`src/hw/rtl/csb_pkg.sv`:
```
// Shared constants and types for the cascaded stencil blur.
`timescale 1ns / 1ps

package csb_pkg;

    // Pixel and marker
    localparam int PIXEL_W = 8;
    localparam logic [PIXEL_W-1:0] IGNORE_MARK = 8'd253;

    // Line buffer depth default
    localparam int MAX_LINE_DEF = 1024;

    // Configuration register widths and reset values
    localparam int LINE_WIDTH_W   = 11;
    localparam int FRAME_HEIGHT_W = 13;
    localparam int CFG_DATA_W     = 13;
    localparam int CFG_INDEX_W    = 1;
    localparam logic [LINE_WIDTH_W-1:0]   LINE_WIDTH_RST   = 11'd4;
    localparam logic [FRAME_HEIGHT_W-1:0] FRAME_HEIGHT_RST = 13'd4;

    // Row counter
    localparam int ROW_W = 12;
    localparam logic [FRAME_HEIGHT_W-1:0] ROWS_MAX = 13'd4096;

    // Configuration register indexes
    typedef enum logic [CFG_INDEX_W-1:0] {
        CFG_LINE_WIDTH   = 1'b0,
        CFG_FRAME_HEIGHT = 1'b1
    } cfg_index_t;

    // Image-edge conditions for the current pixel position
    typedef struct packed {
        logic row_lt2;
        logic col_lt2;
        logic row_lt1;
        logic col_lt1;
    } edge_flags_t;

endpackage

```
`src/hw/rtl/csb_filter.sv`:
```
// Window registers and the two blur kernels for one pixel position.
`timescale 1ns / 1ps

module csb_filter (
    input  logic                              clk,
    input  logic                              advance,
    input  logic [csb_pkg::PIXEL_W-1:0]       pix,
    input  logic [csb_pkg::PIXEL_W-1:0]       top_pix,
    input  logic [csb_pkg::PIXEL_W-1:0]       mid_pix,
    input  logic [csb_pkg::PIXEL_W-1:0]       blur_above,
    input  csb_pkg::edge_flags_t              flags,
    output logic [csb_pkg::PIXEL_W-1:0]       blur,
    output logic [csb_pkg::PIXEL_W-1:0]       result
);

    localparam int PW = csb_pkg::PIXEL_W;

    // Two previous columns of the three pixel rows, previous column of blur rows
    logic [PW-1:0] pwin_reg [6];
    logic [PW-1:0] bwin_reg [2];

    logic [PW+3:0] sum3;
    logic          hit3;
    logic [PW+2:0] sum2;
    logic          hit2;

    // Stage one: 1 2 1 / 2 4 2 / 1 2 1, divided by 16
    always_comb
    begin
        sum3 = {4'b0, pwin_reg[0]} + {3'b0, pwin_reg[1], 1'b0} + {4'b0, top_pix}
             + {3'b0, pwin_reg[2], 1'b0} + {2'b0, pwin_reg[3], 2'b0}
             + {3'b0, mid_pix, 1'b0}
             + {4'b0, pwin_reg[4]} + {3'b0, pwin_reg[5], 1'b0} + {4'b0, pix};
        hit3 = (pwin_reg[0] == csb_pkg::IGNORE_MARK) || (pwin_reg[1] == csb_pkg::IGNORE_MARK)
            || (top_pix == csb_pkg::IGNORE_MARK)     || (pwin_reg[2] == csb_pkg::IGNORE_MARK)
            || (pwin_reg[3] == csb_pkg::IGNORE_MARK) || (mid_pix == csb_pkg::IGNORE_MARK)
            || (pwin_reg[4] == csb_pkg::IGNORE_MARK) || (pwin_reg[5] == csb_pkg::IGNORE_MARK)
            || (pix == csb_pkg::IGNORE_MARK);
        if (flags.row_lt2 || flags.col_lt2 || hit3)
            blur = csb_pkg::IGNORE_MARK;
        else
            blur = sum3[PW+3:4];
    end

    // Stage two: 1 4 / 2 1 on the blurred values, divided by 8
    always_comb
    begin
        sum2 = {3'b0, bwin_reg[0]} + {1'b0, blur_above, 2'b0}
             + {2'b0, bwin_reg[1], 1'b0} + {3'b0, blur};
        hit2 = (bwin_reg[0] == csb_pkg::IGNORE_MARK) || (blur_above == csb_pkg::IGNORE_MARK)
            || (bwin_reg[1] == csb_pkg::IGNORE_MARK) || (blur == csb_pkg::IGNORE_MARK);
        if (flags.row_lt1 || flags.col_lt1 || hit2)
            result = csb_pkg::IGNORE_MARK;
        else
            result = sum2[PW+2:3];
    end

    // Shift the windows when the pixel leaves this stage
    always_ff @(posedge clk)
    begin
        if (advance)
        begin
            pwin_reg[0] <= pwin_reg[1];
            pwin_reg[1] <= top_pix;
            pwin_reg[2] <= pwin_reg[3];
            pwin_reg[3] <= mid_pix;
            pwin_reg[4] <= pwin_reg[5];
            pwin_reg[5] <= pix;
            bwin_reg[0] <= blur_above;
            bwin_reg[1] <= blur;
        end
    end

endmodule
```
`config.mk`:
```
export PLATFORM = sky130hd
export DESIGN_NAME = csb_filter
export DESIGN_NICKNAME = d
export VERILOG_FILES = /design/src/hw/rtl/csb_pkg.sv /design/src/hw/rtl/csb_filter.sv
export SDC_FILE = /design/constraint.sdc
export NUM_CORES = 1
export LEC_CHECK = 0
export BUFFER_PORTS_ARGS = -buffer_cell sky130_fd_sc_hd__buf_2
export CORE_ASPECT_RATIO = 1.75
export CORE_MARGIN = 5
export CORE_UTILIZATION = 30
export DETAILED_ROUTE_END_ITERATION = 10
export RECOVER_POWER = 25
export SKIP_CTS_REPAIR_TIMING = 1
export SLEW_MARGIN = 20
export SYNTH_ARGS = -nofsm -noshare
export SYNTH_HDL_FRONTEND = slang
export SYNTH_SLANG_ARGS = --single-unit
```
`constraint.sdc`:
```
create_clock -name clk -period 7.3 [get_ports clk]
set_clock_uncertainty 0.05 [all_clocks]
set_input_delay 0.73 -clock clk [delete_from_list [all_inputs] [get_ports clk]]
set_output_delay 0.73 -clock clk [all_outputs]
set_load 0.02 [all_outputs]
```
==> results of run 1 <==
==> path summary, 6_finish.rpt <==
check | start | slack, ns | depth (start not counted) | endpoint
worst min-delay path | pwin_reg[5][5] | 0.42 | 0 | pwin_reg[4][5]
worst max-delay path | mid_pix[3] | -0.46 | 28 | result[7]
worst min register to register | pwin_reg[5][5] | 0.42 | 0 | pwin_reg[4][5]
worst max register to register | pwin_reg[2][4] | 2.48 | 15 | bwin_reg[0][15]
==> critical path: cells and delay by family <==
family                   cells  cell delay (ns)
buffers and inverters        7             0.46
AO/OA/AOI/OAI                6             1.11
AND/OR/NAND/NOR              5             0.72
adder cells (fa/ha/maj)      8             3.62
XOR/XNOR                     2             0.33
==> per-stage QoR <==
| step | cells | hold slack [ns] | cell area [um^2] | setup WS (ns) |
|---|---|---|---|---|
| after floorplan | 391 | 0.399 | 4870 | -0.147 |
| after global placement | 690 | 0.410 | 5800 | -0.471 |
| after detailed placement | 690 | 0.415 | 5800 | -0.633 |
| after CTS | 706 | 0.428 | 6120 | -0.634 |
| after global routing | 707 | 0.433 | 6220 | -0.712 |
| final | 707 | 0.425 | 6220 | -0.460 |
==> layer usage <==
metal	up-vias	global-route usage (%)
li1	1529	-
met1	1566	12.0
met2	53	25.1
met3	13	2.23
met4	0	4.38
met5	-	0
==> cell type report <==
class	instances	area, um^2	share of cell area [%]
clock buffers	11	233	3.74
clock inverters	5	81.3	1.31
inverters	113	432	6.94
multi-input cells	214	2580	41.5
flip-flops and latches	64	1920	30.9
well taps	189	236	3.80
repair buffers	111	734	11.8
==> cell usage after synthesis (all sizes together) <==
cell type | number | area share, %
ha | 23 | 6.0
nor2 | 14 | 1.1
nor2b | 1 | 0.13
a41oi | 2 | 0.76
nand2b | 1 | 0.13
a21o | 6 | 0.94
nand2 | 13 | 1.0
edfxtp | 64 | 40
or3 | 2 | 0.26
a221o | 1 | 0.21
nand4b | 8 | 1.5
inv | 113 | 8.9
xnor2 | 3 | 0.55
nand3 | 2 | 0.31
nor4 | 7 | 1.2
nand3b | 2 | 0.31
nor4b | 1 | 0.18
mux2i | 1 | 0.21
o21a | 3 | 0.47
and2 | 3 | 0.39
nor3 | 3 | 0.31
and4b | 2 | 0.42
fa | 66 | 28
o2111ai | 1 | 0.18
nand4 | 14 | 1.8
o21ai | 6 | 0.63
o21bai | 1 | 0.16
xor2 | 6 | 1.1
a221oi | 1 | 0.18
o31a | 2 | 0.37
a21oi | 8 | 0.91
o211a | 1 | 0.21
or4 | 1 | 0.24
or2 | 5 | 0.65
and3 | 2 | 0.26
a22oi | 1 | 0.16
a211o | 1 | 0.18
==> logic make-up after synthesis <==
group,Yosys count,synth area share [%]
compound gates,34,5.36
xor+xnor,9,1.65
fa+ha+maj,89,33.6
buf+inv,113,8.86
flops,64,40.1
mux,1,0.209
simple gates,81,10.2
==> qor.yml, run 1 <==
antenna_found_initial: 0
path_clk_slew_ns: 0.05
worstSetupPathType: "primary input to output port"
wl_met1_mm: 3.78
worst_slew_pin_slew_ns: 0.826
rsz0062_at_grt: "yes"
grt_pass1_vias: 3664
clock-root-buffer: "clkbuf_16"
totalWireLength_mm: 10.8
die_x_um: 106
fillers: 1533
slowest_stage: "fa_1"
drive_gt1_share_pct: 30.3
final_nets: 640
maxCapViolCount: 0
io_buffers: 53
synth.distinct_cells: 44
setup_ws_ns: -0.460
grt-ovfl-total: 0
timing.critical_path.mode_cell: "fa_1"
numCtsBuffers: 9
avgViaCountPerCell: 4.47
violations: "negative setup slack"
core_um2: 15800
wl_per_cell_um: 15.3
cts_max_path_buffers: 2
drtIter0Drc: 55
drv_slew: 0
finalSetupTns_ns: -1.80
synth_area_um2: 4790
routed.top_layer: "met4"
dp_hpwl_mm: 9.21
antenna_cells: 0
fmax_mhz: 129
gp_congestion: 0.877
layout_common_cells: "103 x inv_1, 64 x edfxtp_1, 63 x fa_1, 56 x buf_4, 32 x buf_2"
syn_inst: 391
worst_ep_arrival_time_ns: 6.98
end_kind: "output port"
ctsHtreeMaxLevel: 3
ys_seq_elements: 64
wl_met3_um: 355
ant_nets: 0
start_util_pct: 30.3
drc_errors: 0
largest_reg_flops: 48
setup_viol: 7
ios: 54
start_kind: "primary input"
cts_sinks: 64
outcome: "complete, but fails checks"
final_core_util_pct: 39.4
yosysSeqAreaShare_pct: 40.1
clock_latency_ns: 0.33
layout_min_cycle_time_ns: 7.76
crit_path_max_fanout: 3
final_common_cell: "inv_1"
relSlewSlack_pct: 44.9
die_y_um: 177
track_usage_pct: 12.3
fin_crit_sh_pct: 106
yosys_warnings: 0
cts_tree: "done"
syn_nets: 518
hp-class: "flip-flop to flip-flop"
dieArea_um2: 18700
hold_viol_final: 0
cpPeakStageDelay_ns: 0.55
wl_met2_mm: 6.44
row_count: 61
vias: 3161
grt_max_degree: 65
grt_first_pass_wirelength_mm: 17.7
synth_area_per_cell_um2: 12.2
dr.pass1.iters: 5
syn2layout_area_growth_pct: 30.0
required_ns: 6.52
Power of run 1 is not shown: default switching activity piles up to over one toggle a cycle in this logic, so the estimate is an artifact.
==> inputs of run 2 (changes only) <==
SETUP_SLACK_MARGIN = 0.15   (was default)
==> qor.yml, run 2 (synthesized netlist as in run 1, its figures left out) <==
outcome: "complete, but fails checks"
violations: "negative setup slack"
cts_sinks: 64
rsz0062_at_grt: "yes"
dp_cells: 688
fin_crit_sh_pct: 106
worst_ep_arrival_time_ns: 6.99
fin_cells: 712
syn2layout_area_growth_pct: 31.8
layout_min_cycle_time_ns: 7.77
ant_nets: 0
grt-ovfl-total: 0
end_kind: "output port"
relSlewSlack_pct: 44.7
timing.critical_path.mode_cell: "fa_1"
antenna_cells: 0
final_core_util_pct: 39.9
clock_latency_ns: 0.33
row_count: 61
fmax_mhz: 129
setup_viol: 6
finalSetupTns_ns: -1.79
setup_ws_ns: -0.467
hp-class: "flip-flop to flip-flop"
worstSetupPathType: "primary input to output port"
grt_pass1_vias: 3748
layout_common_cells: "99 x inv_1, 64 x edfxtp_1, 64 x buf_4, 62 x fa_1, 43 x buf_2"
dieArea_um2: 18700
drtIter0Drc: 73
core_um2: 15800
final_nets: 646
fillers: 1517
hold_viol_final: 0
start_kind: "primary input"
clock-root-buffer: "clkbuf_16"
dr.pass1.iters: 4
final_common_cell: "inv_1"
cts_max_path_buffers: 2
cts_tree: "done"
totalWireLength_mm: 11.1
start_util_pct: 30.3
worst-path-buf-inv: 7
crit_path_max_fanout: 3
drv_slew: 0
path_clk_slew_ns: 0.06
avgViaCountPerCell: 4.55
maxCapViolCount: 0
wl_per_cell_um: 15.5
dp_hpwl_mm: 9.34
grt_first_pass_wirelength_mm: 17.9
ios: 54
slowest_stage: "fa_1"
io_buffers: 53
drc_errors: 0
die_x_um: 106
ctsHtreeMaxLevel: 3
track_usage_pct: 12.5
gp_congestion: 0.870
required_ns: 6.52
die_y_um: 177
cpPeakStageDelay_ns: 0.55
antenna_found_initial: 0
numCtsBuffers: 9
worst_slew_pin_slew_ns: 0.829
drive_gt1_share_pct: 35.0
vias: 3237
grt_max_degree: 65
path_delay_family: "adder cells"
largest_reg_flops: 48
[run 2: metal layers]
metal  global-route usage, %  routed length [um]
met1                    12.3                3830
met2                    24.6                6460
met3                    2.08                 345
met4                    6.05                 416
met5                       0                   0
[run 2: cell type report]
cell class,instances,area (um^2),area share (%)
clock inverter,6,61.3,0.971
sequential,64,1920,30.5
multi-input combinational,214,2630,41.7
clock buffer,9,225,3.57
timing repair buffer,117,805,12.7
tap,189,236,3.75
inverter,113,432,6.84
[run 2: final timing paths]
kind | start | to | slack (ns) | depth (start not counted)
worst max-delay path | mid_pix[3] | result[7] | -0.47 | 28
worst min-delay path | pwin_reg[5][0] | pwin_reg[4][0] | 0.43 | 0
worst max register to register | pwin_reg[2][4] | bwin_reg[0][15] | 2.35 | 15
worst min register to register | pwin_reg[5][0] | pwin_reg[4][0] | 0.43 | 0
[run 2: per-stage QoR]
step	hold slack, ns	worst slack [ns]	instance area [um^2]
2_1_floorplan	0.399	-0.147	4870
3_3_place_gp	0.409	-0.478	5790
3_5_place_dp	0.412	-0.579	5790
4_1_cts	0.426	-0.565	6080
5_1_grt	0.437	-0.734	6310
6_report	0.427	-0.467	6310
Power of run 2 is left out for the same reason.
