$ cat config.mk
export PLATFORM = sky130hd
export DESIGN_NAME = csb_pos
export DESIGN_NICKNAME = d
export VERILOG_FILES = /design/src/hw/rtl/csb_pkg.sv /design/src/hw/rtl/csb_pos.sv
export SDC_FILE = /design/constraint.sdc
export NUM_CORES = 1
export LEC_CHECK = 0
export CORE_MARGIN = 2
export CORE_UTILIZATION = 40
export CTS_CLUSTER_SIZE = 12
export DETAILED_ROUTE_END_ITERATION = 8
export DONT_BUFFER_PORTS = 1
export SETUP_SLACK_MARGIN = 0.3
export SYNTH_ARGS = -nofsm -noshare
export SYNTH_HDL_FRONTEND = slang
export SYNTH_SLANG_ARGS = --single-unit
$ cat constraint.sdc
create_clock -name clk -period 2.8 [get_ports clk]
set_input_delay 0.56 -clock clk [delete_from_list [all_inputs] [get_ports clk]]
set_output_delay 0.56 -clock clk [all_outputs]
set_load 0.05 [all_outputs]
$ cat src/hw/rtl/csb_pkg.sv
// Shared constants and types for the cascaded stencil blur.
`timescale 1ns / 1ps

package csb_pkg;

    // Pixel and marker
    localparam int PIXEL_W = 8;
    localparam logic [PIXEL_W-1:0] IGNORE_MARK = 8'd253;

    // Line buffer depth default
    localparam int MAX_LINE_DEF = 1024;

    // Configuration register widths and reset values
    localparam int LINE_WIDTH_W   = 11;
    localparam int FRAME_HEIGHT_W = 13;
    localparam int CFG_DATA_W     = 13;
    localparam int CFG_INDEX_W    = 1;
    localparam logic [LINE_WIDTH_W-1:0]   LINE_WIDTH_RST   = 11'd4;
    localparam logic [FRAME_HEIGHT_W-1:0] FRAME_HEIGHT_RST = 13'd4;

    // Row counter
    localparam int ROW_W = 12;
    localparam logic [FRAME_HEIGHT_W-1:0] ROWS_MAX = 13'd4096;

    // Configuration register indexes
    typedef enum logic [CFG_INDEX_W-1:0] {
        CFG_LINE_WIDTH   = 1'b0,
        CFG_FRAME_HEIGHT = 1'b1
    } cfg_index_t;

    // Image-edge conditions for the current pixel position
    typedef struct packed {
        logic row_lt2;
        logic col_lt2;
        logic row_lt1;
        logic col_lt1;
    } edge_flags_t;

endpackage

$ cat src/hw/rtl/csb_pos.sv
// Configuration registers and raster position counters.
`timescale 1ns / 1ps

module csb_pos #(
    parameter int MAX_LINE = csb_pkg::MAX_LINE_DEF
) (
    input  logic                                clk,
    input  logic                                rst_n,
    input  logic                                cfg_we,
    input  logic [csb_pkg::CFG_INDEX_W-1:0]     cfg_index,
    input  logic [csb_pkg::CFG_DATA_W-1:0]      cfg_data,
    input  logic                                accept,
    output logic [$clog2(MAX_LINE)-1:0]         col,
    output csb_pkg::edge_flags_t                flags
);

    localparam int CW   = $clog2(MAX_LINE);
    localparam int CMPW = (CW + 1 > 12) ? CW + 1 : 12;

    logic [csb_pkg::LINE_WIDTH_W-1:0]   line_width_reg;
    logic [csb_pkg::FRAME_HEIGHT_W-1:0] frame_height_reg;
    logic [CW-1:0]                      col_reg;
    logic [CW-1:0]                      col_next;
    logic [csb_pkg::ROW_W-1:0]          row_reg;
    logic [csb_pkg::ROW_W-1:0]          row_next;
    logic [CMPW-1:0]                    width_lim;
    logic [CMPW-1:0]                    width_eff;
    logic [csb_pkg::FRAME_HEIGHT_W-1:0] height_eff;
    logic [CMPW-1:0]                    col_inc;
    logic [csb_pkg::FRAME_HEIGHT_W-1:0] row_inc;

    // Register write decode
    always_ff @(posedge clk or negedge rst_n)
    begin
        if (!rst_n)
        begin
            line_width_reg   <= csb_pkg::LINE_WIDTH_RST;
            frame_height_reg <= csb_pkg::FRAME_HEIGHT_RST;
        end
        else if (cfg_we)
        begin
            unique case (csb_pkg::cfg_index_t'(cfg_index))
                csb_pkg::CFG_LINE_WIDTH:
                    line_width_reg <= cfg_data[csb_pkg::LINE_WIDTH_W-1:0];
                csb_pkg::CFG_FRAME_HEIGHT:
                    frame_height_reg <= cfg_data[csb_pkg::FRAME_HEIGHT_W-1:0];
                default: ;
            endcase
        end
    end

    // Clamp the settings into their usable range
    always_comb
    begin
        width_lim = CMPW'(MAX_LINE);
        if (line_width_reg == '0)
            width_eff = CMPW'(1);
        else if (CMPW'(line_width_reg) > width_lim)
            width_eff = width_lim;
        else
            width_eff = CMPW'(line_width_reg);

        if (frame_height_reg == '0)
            height_eff = csb_pkg::FRAME_HEIGHT_W'(1);
        else if (frame_height_reg > csb_pkg::ROWS_MAX)
            height_eff = csb_pkg::ROWS_MAX;
        else
            height_eff = frame_height_reg;
    end

    // Next position; wraps at or beyond the last column / row
    always_comb
    begin
        col_inc  = CMPW'(col_reg) + CMPW'(1);
        row_inc  = csb_pkg::FRAME_HEIGHT_W'(row_reg) + csb_pkg::FRAME_HEIGHT_W'(1);
        col_next = col_inc[CW-1:0];
        row_next = row_reg;
        if (col_inc >= width_eff)
        begin
            col_next = '0;
            if (row_inc >= height_eff)
                row_next = '0;
            else
                row_next = row_inc[csb_pkg::ROW_W-1:0];
        end
    end

    always_ff @(posedge clk or negedge rst_n)
    begin
        if (!rst_n)
        begin
            col_reg <= '0;
            row_reg <= '0;
        end
        else if (accept)
        begin
            col_reg <= col_next;
            row_reg <= row_next;
        end
    end

    // Position of the pixel being accepted
    assign col           = col_reg;
    assign flags.row_lt2 = (row_reg < csb_pkg::ROW_W'(2));
    assign flags.col_lt2 = (col_reg < CW'(2));
    assign flags.row_lt1 = (row_reg == '0);
    assign flags.col_lt1 = (col_reg == '0);

endmodule

==> summary.md, run 1 <==
| Metric | Value |
|---|---|
| CTS Buffer Depth | 2 |
| Post-synthesis share of cell area spent on full adders, half adders and majority gates | 11.99% |
| Clock Root Buffer | clkbuf_8 |
| Wire length of the first global-routing pass | 10,900 um |
| Number of distinct standard cells referenced by the synthesized netlist | 46 |
| Number of antenna violations at the first check in global routing | 0 |
| DRC marker count from the first detailed-route iteration | 102 |
| Number of I/O port buffers | 0 |
| Net Count, Synth | 328 |
| GRT Resource Usage Total | 17.74% |
| Yosys warning total | 0 |
| Sequential area share after synthesis | 39.49% |
| Main combinational cell family by area after synthesis | simple AND/OR/NAND/NOR gates |
| Master of the slowest instance on the critical path | dfrtp_2 |
| Clock-pin transition on the worst setup and hold timing paths | 0.10 ns |
| WL/cell | 15.92 um |
| RSZ-0062 raised after global routing | true |
| Fraction of final layout cells sized beyond drive strength 1 | 41.16% |
| Clock tree skew after final layout | 0.01659 ns |
| Post-Synthesis Mean Instance Area | 10.36 sq um |
| Post-Place Setup Slack | -0.1343 ns |
| Starting Density | 40.71% |
| Crit start category | register |
| Synthesis-to-layout area growth | 28.48% |
| Cell mode on critical path | nand2_1 |
| Multi-input logic area | 1888 sq um |
| Depth of the CTS H-tree | 2 |
| Total wire length after detailed routing | 6796 um |
| Delay contributed by the slowest stage of the critical path | 0.42 ns |
| FF+latch area | 1169 sq um |
| Primary FF master, synth | dfrtp_1 |
| I/O Pins | 32 |
| Period utilisation layout | 93.08% |
| Post-synthesis simple-gate area fraction | 16.06% |
| Final hold violation count | 0 |
| Clock network latency to the later pin of the worst-skew pair | 0.31 ns |
| Die outline width | 89.46 um |
| Power per standard cell area | 641.7 nW/um^2 |
| Commonest non-fill, non-tap cell in the layout | buf_4 |
| Area fraction in compound gates after synthesis | 14.99% |
| TritonRoute pass-1 iters | 4 |
| TritonCTS Sinks | 46 |
| Slew @ Worst Pin | 0.5745 ns |
| CTS Buf Count | 5 |
| Routability-driven placement congestion ratio | 0.8386 |
| Overflow left after global routing | 0 |
| Finished Core Util | 52.31% |
| Sort of element at the end of the critical path | register |
| Number of global-route vias before repair | 2,232 |
| EDFF count, synth | 0 |
| Final setup margin | 0.1937 ns |
| Flip-flop count of the largest register, all copies and words added | 13 |
| Highest Clock Rate | 0.3837 GHz |
| DRC violations left | 0 |
| Number of vias per cell | 5.389 |
| Setup TNS | 0 ns |
| Post-synthesis instance total | 282 |
| Max-cap violations | 0 |
| Maximum number of pins on one net before global-route repair | 45 |
| Final Total Pwr | 2409 uW |
| Commonest cells after routing, fill and taps aside | buf_4 (40), dfrtp_1 (32), nand2_1 (31) |
| Number of nets in the finished design | 373 |
| Final setup violation count | 0 |
| Fin. max-slew vios | 0 |
| Minimum clock period after layout | 2.606 ns |
| Setup slack, reg-to-reg | 0.19 ns |
| DRT antenna net count | 0 |
| Worst Path Required | 2.99 ns |
| Chip Height | 89.46 um |
| Register bit total from synthesis | 46 |
| Path category of the worst min-delay check | in -> async |
| Critical path, cell by cell | ha_4 -> nand2_1 -> nor2_2 -> nand3_2 -> o21ai_2 -> nand2_1 -> ha_1 -> nand4_1 -> nor2_1 -> o221ai_2 -> o2111ai_4 -> buf_12 -> nor2_4 -> a22o_1 |
| Number of diodes added for antenna fixing | 0 |
| Worst-path fanout max | 8 |
| Final design area excluding fillers | 3754 sq um |
| Multiplexer share of the synthesized area | 9.251% |
| Via count | 2,301 |
| Synthesized-area fraction occupied by xor and xnor cells | 5.096% |
| Area of the mapped netlist | 2922 sq um |
| Worst Setup Path Type | reg -> reg |
| LEAKAGE | 0.001675 uW |
| Layout fillers | 638 |
| Number of standard-cell rows in the floorplan | 31 |
| Result of the run | finished, final reports clean |
| Slew Limit Headroom | 61.61% |
| Post-detail-place hpwl | 4879 um |
| Synth async-reset ratio | 100.0% |
| CP Data Arrival Time | 2.80 ns |
| Max IR drop VDD | 329.5 uV |
| Placed Instance Area | 3286 sq um |
| Area of the core | 7176 sq um |
| Die area | 8003 sq um |
| Clock tree from TritonCTS | done |
[kinds of logic (layout without fill, tap and decap cells)]
family,Yosys count,in the layout
compound gates,50,50
xor+xnor,17,17
fa+ha+maj,28,28
buf+inv,22,68
flops,46,46
mux,24,24
simple gates,95,95
[layout make-up]
cell class	count	area share, %
flip-flops and latches	46	31.13
multi-input cells	214	50.30
clock buffers	5	1.833
repair buffers	49	11.57
clock inverters	3	0.7667
inverters	11	1.100
well taps	99	3.300
[repair_timing]
action | CTS | global route
pin swaps | 26 | 22
gates resized for setup | 28 | 11
hold endpoints to repair | 44 | 0
hold buffers | 1 | 0
endpoints found under the setup margin | 21 | 22
setup buffers | 16 | 4
[final timing paths]
path / cells past startpoint / to / startpoint
setup / recovery: 14 / row_reg[6]$_DFFE_PN0P_ / row_reg[0]$_DFFE_PN0P_
hold reg to reg: 1 / line_width_reg[4]$_DFFE_PN0P_ / line_width_reg[4]$_DFFE_PN0P_
setup reg to reg: 14 / row_reg[6]$_DFFE_PN0P_ / row_reg[0]$_DFFE_PN0P_
hold / removal: 0 / line_width_reg[2]$_DFFE_PN1P_ / rst_n
min in group clk: 2 / line_width_reg[10]$_DFFE_PN0P_ / cfg_data[10]
max in group asynchronous: 1 / col[8]$_DFFE_PN0P_ / rst_n
[critical path, delay by kind of cell (launching register included)]
kind | cells | cell delay, ns
adders and majority gates | 2 | 0.47
and+or+nand+nor | 7 | 0.75
buffers and inverters | 1 | 0.17
AOI/OAI and AO/OA | 4 | 0.68
DFF | 1 | 0.42
[through the flow]
stage	cells	hold slack, ns
6_report	427	0.08231
5_1_grt	427	0.06459
4_1_cts	423	0.06968
3_5_place_dp	398	0.2657
3_3_place_gp	398	0.2657
2_1_floorplan	282	0.2644
[synthesized netlist by cell type, drive strengths merged (3+ instances only)]
master / instances / area share, %
nor2: 18 / 2.4
inv: 11 / 1.4
mux2: 24 / 9.3
dfrtp: 44 / 38
xnor2: 10 / 3.0
nor3: 5 / 1.2
o21bai: 3 / 0.77
o21ai: 7 / 1.7
xor2: 7 / 2.1
nand4: 6 / 1.3
and3: 4 / 0.86
a21oi: 4 / 0.69
nand3: 13 / 2.4
nor4: 10 / 2.1
clkbuf: 9 / 1.2
ha: 28 / 12
nand2: 33 / 4.2
a22o: 16 / 4.8
a21o: 4 / 1.0
a2bb2oi: 3 / 0.90
[routing by layer]
metal	vias up	GRT usage (%)	share of wire, %
met5	-	0	0
met4	0	5.834	2.0
met3	8	3.970	5.2
met2	56	27.54	46
met1	1123	24.59	46
li1	1114	-	-
[report_power, final]
part           switching (uW)  internal [uW]
registers                 104            773
clock network             267            187
logic                     615            463
total                     985           1420
Note: power is estimated with default switching activity, not from simulation.
==> inputs of run 2 (changes only) <==
==> constraint.sdc (replaced) <==
create_clock -name clk -period 2.8 [get_ports clk]
set_input_delay 0.14 -clock clk [delete_from_list [all_inputs] [get_ports clk]]
set_output_delay 0.14 -clock clk [all_outputs]
set_load 0.05 [all_outputs]
==> run 2 against run 1 <==
  * Flip-flop and latch count is the same
  * Critical endpoint unchanged
  * Final area rose by 3.7%
  * Sequential power about the same
  * Register-to-register slack barely moved
  * Largest power group unchanged
  * Global-route usage hardly changed
  * Final cell count rose by 3.3%
  * Worst setup slack got worse by 0.0053 ns
==> summary.md, run 2 (same netlist as run 1, synthesis figures left out) <==
| Metric | Value |
|---|---|
| Result of the run | finished, final reports clean (unchanged) |
| Number of diodes added for antenna fixing | 0 (unchanged) |
| Fraction of final layout cells sized beyond drive strength 1 | 38.89% (was 41.16%) |
| CTS Buf Count | 5 (unchanged) |
| Max-cap violations | 0 (unchanged) |
| Period utilisation layout | 93.27% (was 93.08%) |
| Post-detail-place hpwl | 4879 um (unchanged) |
| TritonRoute pass-1 iters | 4 (unchanged) |
| Worst-path fanout max | 8 (unchanged) |
| Maximum number of pins on one net before global-route repair | 47 (was 45) |
| Number of nets in the finished design | 387 (was 373) |
| Power per standard cell area | 623.3 nW/um^2 (was 641.7 nW/um^2) |
| Crit start category | register (unchanged) |
| Area of the core | 7176 sq um (unchanged) |
| Final setup violation count | 0 (unchanged) |
| Slew Limit Headroom | 61.30% (was 61.61%) |
| Final hold violation count | 0 (unchanged) |
| Number of global-route vias before repair | 2,281 (was 2,232) |
| Clock tree from TritonCTS | done (unchanged) |
| Number of I/O port buffers | 0 (unchanged) |
| Final setup margin | 0.1884 ns (was 0.1937 ns) |
| Path category of the worst min-delay check | in -> reg (was in -> async) |
| Flip-flop count of the largest register, all copies and words added | 13 (unchanged) |
| Synthesis-to-layout area growth | 33.19% (was 28.48%) |
| Clock Root Buffer | clkbuf_8 (unchanged) |
| Worst Setup Path Type | reg -> reg (unchanged) |
| Max IR drop VDD | 331.1 uV (was 329.5 uV) |
| DRC violations left | 0 (unchanged) |
| Number of vias per cell | 5.338 (was 5.389) |
| Number of standard-cell rows in the floorplan | 31 (unchanged) |
| DRC marker count from the first detailed-route iteration | 135 (was 102) |
| Master of the slowest instance on the critical path | dfrtp_2 (unchanged) |
| WL/cell | 15.53 um (was 15.92 um) |
| Worst Path Required | 2.99 ns (about the same) |
| Commonest non-fill, non-tap cell in the layout | buf_4 (unchanged) |
| Total placed cells including tap cells | 398 (unchanged) |
| Clock network latency to the later pin of the worst-skew pair | 0.31 ns (about the same) |
| Commonest cells after routing, fill and taps aside | buf_4 (40), dfrtp_1 (32), nand2_1 (31) (unchanged) |
| Highest Clock Rate | 0.3829 GHz (was 0.3837 GHz) |
| Number of antenna violations at the first check in global routing | 0 (unchanged) |
| I/O Pins | 32 (unchanged) |
| Chip Height | 89.46 um (unchanged) |
| Setup TNS | 0 ns (unchanged) |
| CP Data Arrival Time | 2.80 ns (about the same) |
| Post-Place Setup Slack | -0.1343 ns (unchanged) |
| Die area | 8003 sq um (unchanged) |
| DRT antenna net count | 0 (unchanged) |
| Slew @ Worst Pin | 0.5791 ns (was 0.5745 ns) |
| Minimum clock period after layout | 2.612 ns (was 2.606 ns) |
| Wire length of the first global-routing pass | 11,010 um (was 10,900 um) |
| Cell mode on critical path | nand2_1 (unchanged) |
| Depth of the CTS H-tree | 2 (unchanged) |
| CTS Buffer Depth | 2 (unchanged) |
| LEAKAGE | 0.001734 uW (was 0.001675 uW) |
| Clock tree skew after final layout | 0.01252 ns (was 0.01659 ns) |
| Starting Density | 40.71% (unchanged) |
| Delay contributed by the slowest stage of the critical path | 0.42 ns (about the same) |
| TritonCTS Sinks | 46 (unchanged) |
| Routability-driven placement congestion ratio | 0.8386 (unchanged) |
| Via count | 2,354 (was 2,301) |
| Overflow left after global routing | 0 (unchanged) |
| Clock-pin transition on the worst setup and hold timing paths | 0.10 ns (about the same) |
| Fin. max-slew vios | 0 (unchanged) |
| Sort of element at the end of the critical path | register (unchanged) |
| Non-filler instance count after layout | 441 (was 427) |
| GRT Resource Usage Total | 17.72% (was 17.74%) |
| Critical path, cell by cell | ha_4 -> nand2_1 -> nor2_2 -> nand3_2 -> o21ai_2 -> nand2_1 -> ha_1 -> nand4_1 -> nor2_1 -> o221ai_2 -> o2111ai_4 -> buf_12 -> nor2_4 -> a22o_1 (unchanged) |
| Total wire length after detailed routing | 6848 um (was 6796 um) |
| Die outline width | 89.46 um (unchanged) |
| RSZ-0062 raised after global routing | true (unchanged) |
-- run 2: changes by cell type in the layout (fill, tap and decap cells not counted), sizes merged --
cell,change
dlygate4sd3,+14
-- run 2: final timing paths --
| path | startpoint | endpoint | cells after the start | slack (ns) |
|---|---|---|---|---|
| worst max-delay path | row_reg[0]$_DFFE_PN0P_ | row_reg[6]$_DFFE_PN0P_ | 14 | 0.19 |
| worst min-delay path | accept | row_reg[9]$_DFFE_PN0P_ | 3 | 0.21 |
| worst max register to register | row_reg[0]$_DFFE_PN0P_ | row_reg[6]$_DFFE_PN0P_ | 14 | 0.19 |
| worst min register to register | row_reg[9]$_DFFE_PN0P_ | row_reg[9]$_DFFE_PN0P_ | 1 | 0.54 |
| max in group asynchronous | rst_n | frame_height_reg[2]$_DFFE_PN1P_ | 2 | 2.21 |
| min in group asynchronous | rst_n | row_reg[8]$_DFFE_PN0P_ | 2 | 0.31 |
-- run 2: where the power goes --
group	internal, uW	leakage, uW	switching [uW]
Sequential	773	0.000542	104
Combinational	472	0.00114	625
Clock	187	0.0000506	264
-- run 2: timing repair --
action / 4_1_cts / 5_1_grt
endpoints found under the setup margin: 19 / 22
setup buffers: 16 / 4
hold buffers: 15 / 0
gates resized for setup: 26 / 11
endpoints found under the hold margin: 70 / 0
pin swaps: 26 / 22
-- run 2: worst max-delay path: cells and delay by family (launching register included) --
family / cells / cell delay (ns)
buffers and inverters: 1 / 0.17
AO/OA/AOI/OAI: 4 / 0.69
adder cells (fa/ha/maj): 2 / 0.48
AND/OR/NAND/NOR: 7 / 0.75
flip-flops: 1 / 0.42
-- run 2: final cells by class --
| cell class | instances | area [sq um] |
|---|---|---|
| clock buffer | 5 | 68.82 |
| clock inverter | 3 | 28.78 |
| fill | 627 | 3284 |
| inverter | 11 | 41.29 |
| multi-input combinational | 214 | 1886 |
| sequential | 46 | 1169 |
| tap | 99 | 123.9 |
| timing repair buffer | 63 | 574.3 |
-- run 2: per-stage QoR --
step,util (%),hold slack (ns),cell area (sq um),power [uW]
global placement,45.79,-0.1543,3286,1737
CTS,53.03,0.1816,3805,2408
floorplan,-,-0.1556,3012,1564
finish,54.23,0.2068,3891,2425
global route,54.23,0.2136,3891,2576
detailed placement,45.79,-0.1543,3286,1754
-- run 2: per-layer routing --
metal  global-route usage, %  vias up  share of wire [%]
met4                   4.342        0                1.2
met3                   2.955        8                3.0
li1                        -     1143                  -
met1                   25.64     1159                 49
met5                       0        -                  0
met2                   27.74       44                 47
==> inputs of run 3 (changes only) <==
--- a/config.mk
+++ b/config.mk
@@ -5,6 +5,7 @@
 export SDC_FILE = /design/constraint.sdc
 export NUM_CORES = 1
 export LEC_CHECK = 0
+export CORE_ASPECT_RATIO = 2
 export CORE_MARGIN = 2
 export CORE_UTILIZATION = 40
 export CTS_CLUSTER_SIZE = 12
==> run 3 against run 2 <==
  * Sequential power increased by 2%
  * Clock power increased by 48%
  * Via count increased by 3.4%
  * Utilization increased by 2.3 points
==> summary.md, run 3 (same netlist as run 1, synthesis figures left out) <==
| Metric | Value |
|---|---|
| Number of global-route vias before repair | 2,606 (was 2,281) |
| Path category of the worst min-delay check | in -> reg (unchanged) |
| Via count | 2,434 (was 2,354) |
| Reg-to-Reg End | row_reg[2]$_DFFE_PN0P_ (was row_reg[6]$_DFFE_PN0P_) |
| I/O Pins | 32 (unchanged) |
| DRT antenna net count | 0 (unchanged) |
| GRT Resource Usage Total | 19.55% (was 17.72%) |
| Number of diodes added for antenna fixing | 0 (unchanged) |
| NetSw | 1014 uW (was 993.2 uW) |
| Clock group share of total power | 24.6% (was 18.6%) |
| Result of the run | finished, final reports clean (unchanged) |
| Sort of element at the end of the critical path | register (unchanged) |
| Worst Hold Launch | cfg_data[10] (was accept) |
| CTS Buf Count | 5 (unchanged) |
| Max-cap violations | 0 (unchanged) |
| Worst Path Required | 3.02 ns (was 2.99 ns) |
| CP Data Arrival Time | 2.89 ns (was 2.80 ns) |
| Cell count of the worst reg-to-reg path | 11 (was 14) |
| Slew Limit Headroom | 34.74% (was 61.30%) |
| Total wire length after detailed routing | 7365 um (was 6848 um) |
| TritonRoute pass-1 iters | 4 (unchanged) |
| Clock network latency to the later pin of the worst-skew pair | 0.29 ns (was 0.31 ns) |
| Net Sw Frac | 37.38% (was 40.95%) |
| LEAKAGE | 0.001817 uW (was 0.001734 uW) |
| Slew @ Worst Pin | 0.9769 ns (was 0.5791 ns) |
| Number of I/O port buffers | 0 (unchanged) |
| Number of vias per cell | 5.544 (was 5.338) |
| Number of antenna violations at the first check in global routing | 0 (unchanged) |
| Final Total Pwr | 2713 uW (was 2425 uW) |
| Die area | 8045 sq um (was 8003 sq um) |
| Clock tree skew after final layout | 0.002424 ns (was 0.01252 ns) |
| Maximum number of pins on one net before global-route repair | 47 (unchanged) |
| Flip-flop count of the largest register, all copies and words added | 13 (unchanged) |
| Crit start category | register (unchanged) |
| Crit Reg-Reg Startpoint | col[4]$_DFFE_PN0P_ (was row_reg[0]$_DFFE_PN0P_) |
| DRC marker count from the first detailed-route iteration | 172 (was 135) |
| Number of standard-cell rows in the floorplan | 44 (was 31) |
| Chip Height | 124.9 um (was 89.46 um) |
| Starting Density | 40.82% (was 40.71%) |
| Period utilisation layout | 95.35% (was 93.27%) |
| Worst-path fanout max | 7 (was 8) |
| TritonCTS Sinks | 46 (unchanged) |
| Total placed cells including tap cells | 387 (was 398) |
| Max IR drop VDD | 395.4 uV (was 331.1 uV) |
| Hold slack final | 0.003754 ns (was 0.2068 ns) |
| Overflow left after global routing | 0 (unchanged) |
| Highest Clock Rate | 0.3746 GHz (was 0.3829 GHz) |
| Clock Root Buffer | clkbuf_16 (was clkbuf_8) |
| Fin. max-slew vios | 0 (unchanged) |
| Clock tree from TritonCTS | done (unchanged) |
| CTS Buffer Depth | 2 (unchanged) |
| Endpoint, Worst Hold | frame_height_reg[10]$_DFFE_PN0P_ (was row_reg[9]$_DFFE_PN0P_) |
| Combinational power share | 42.4% (was 45.2%) |
| Number of nets in the finished design | 392 (was 387) |
| Final hold violation count | 0 (unchanged) |
| Clock-pin transition on the worst setup and hold timing paths | 0.06 ns (was 0.10 ns) |
| Post-detail-place hpwl | 4948 um (was 4879 um) |
| Final setup violation count | 0 (unchanged) |
| Commonest non-fill, non-tap cell in the layout | buf_4 (unchanged) |
| Area of the core | 7157 sq um (was 7176 sq um) |
| Non-filler instance count after layout | 439 (was 441) |
| Power per standard cell area | 670.5 nW/um^2 (was 623.3 nW/um^2) |
| WL/cell | 16.78 um (was 15.53 um) |
| Routability-driven placement congestion ratio | 0.8039 (was 0.8386) |
| DRC violations left | 0 (unchanged) |
| Seq pwr share | 33.1% (was 36.2%) |
| Setup slack, reg-to-reg | 0.13 ns (was 0.19 ns) |
| Fraction of final layout cells sized beyond drive strength 1 | 43.23% (was 38.89%) |
| Wire length of the first global-routing pass | 12,430 um (was 11,010 um) |
| Hold-critical path depth | 1 (was 3) |
| Worst Setup Path Type | reg -> reg (unchanged) |
| Die outline width | 64.43 um (was 89.46 um) |
| Synthesis-to-layout area growth | 38.50% (was 33.19%) |
| Internal cell power | 1699 uW (was 1432 uW) |
| Depth of the CTS H-tree | 2 (unchanged) |
| RSZ-0062 raised after global routing | true (unchanged) |
| Minimum clock period after layout | 2.670 ns (was 2.612 ns) |
| Commonest cells after routing, fill and taps aside | buf_4 (47), dfrtp_1 (30), nand2_1 (28) (was buf_4 (40), dfrtp_1 (32), nand2_1 (31)) |
| Setup TNS | 0 ns (unchanged) |
[run 3: power groups by stage]
stage          Sequential [uW]  Combinational, uW  Clock, uW
3_5_place_dp               907                842          0
5_1_grt                    912               1260        708
6_report                   897               1150        666
4_1_cts                    891               1120        681
2_1_floorplan              981                583          0
3_3_place_gp               903                820          0
[run 3: worst max path at each step]
stage,cells after the start,slack (ns),end,start
5_1_grt,11,0.0004,row_reg[2]$_DFFE_PN0P_,col[4]$_DFFE_PN0P_
3_3_place_gp,13,-0.03,row_reg[8]$_DFFE_PN0P_,row_reg[0]$_DFFE_PN0P_
2_1_floorplan,13,0.13,row_reg[7]$_DFFE_PN0P_,col[2]$_DFFE_PN0P_
3_5_place_dp,12,-0.12,row_reg[8]$_DFFE_PN0P_,row_reg[0]$_DFFE_PN0P_
4_1_cts,11,0.18,row_reg[2]$_DFFE_PN0P_,col[3]$_DFFE_PN0P_
6_report,11,0.13,row_reg[2]$_DFFE_PN0P_,col[4]$_DFFE_PN0P_
[run 3: critical path: stages, from the launching register on]
cell and delay (ns):
dfrtp_2 0.40, nand3_4 0.10, nor4_4 0.28, xor2_1 0.26, ha_1 0.29, a21o_1 0.19
a221oi_4 0.30, o21ai_4 0.11, o21ai_4 0.24, buf_6 0.16, o21bai_1 0.12, a22o_1 0.16
[run 3: layer usage]
layer  global-route usage (%)  share of wire [%]  vias up
met3                    3.523                4.1       14
met5                        0                  0        -
met4                    6.383                2.0        0
li1                         -                  -     1163
met1                    23.44                 41     1196
met2                    34.50                 53       61
[run 3: area by class of cell]
class                   instances  area, sq um
fillers                       624         3110
multi-input cells             214         1961
flip-flops and latches         46         1171
repair buffers                 68        593.1
clock buffers                   5        125.1
well taps                      92        115.1
inverters                      11        41.29
clock inverters                 3        40.04
[run 3: stage by stage]
| stage | util [%] | setup slack, ns | area (sq um) |
|---|---|---|---|
| floorplan | - | 0.1273 | 3012 |
| global placement | 45.37 | -0.02838 | 3247 |
| detailed placement | 45.37 | -0.1154 | 3247 |
| CTS | 55.21 | 0.1817 | 3951 |
| global route | 56.54 | 0.0004148 | 4046 |
| finish | 56.54 | 0.1302 | 4046 |
[run 3: what timing repair did]
item / 4_1_cts / 5_1_grt
resized for setup: 43 / 8
setup endpoints to repair: 22 / 22
setup buffers: 24 / 6
gates cloned: 0 / 0
hold buffers: 13 / 1
pin swaps: 26 / 15
endpoints found under the hold margin: 62 / 1
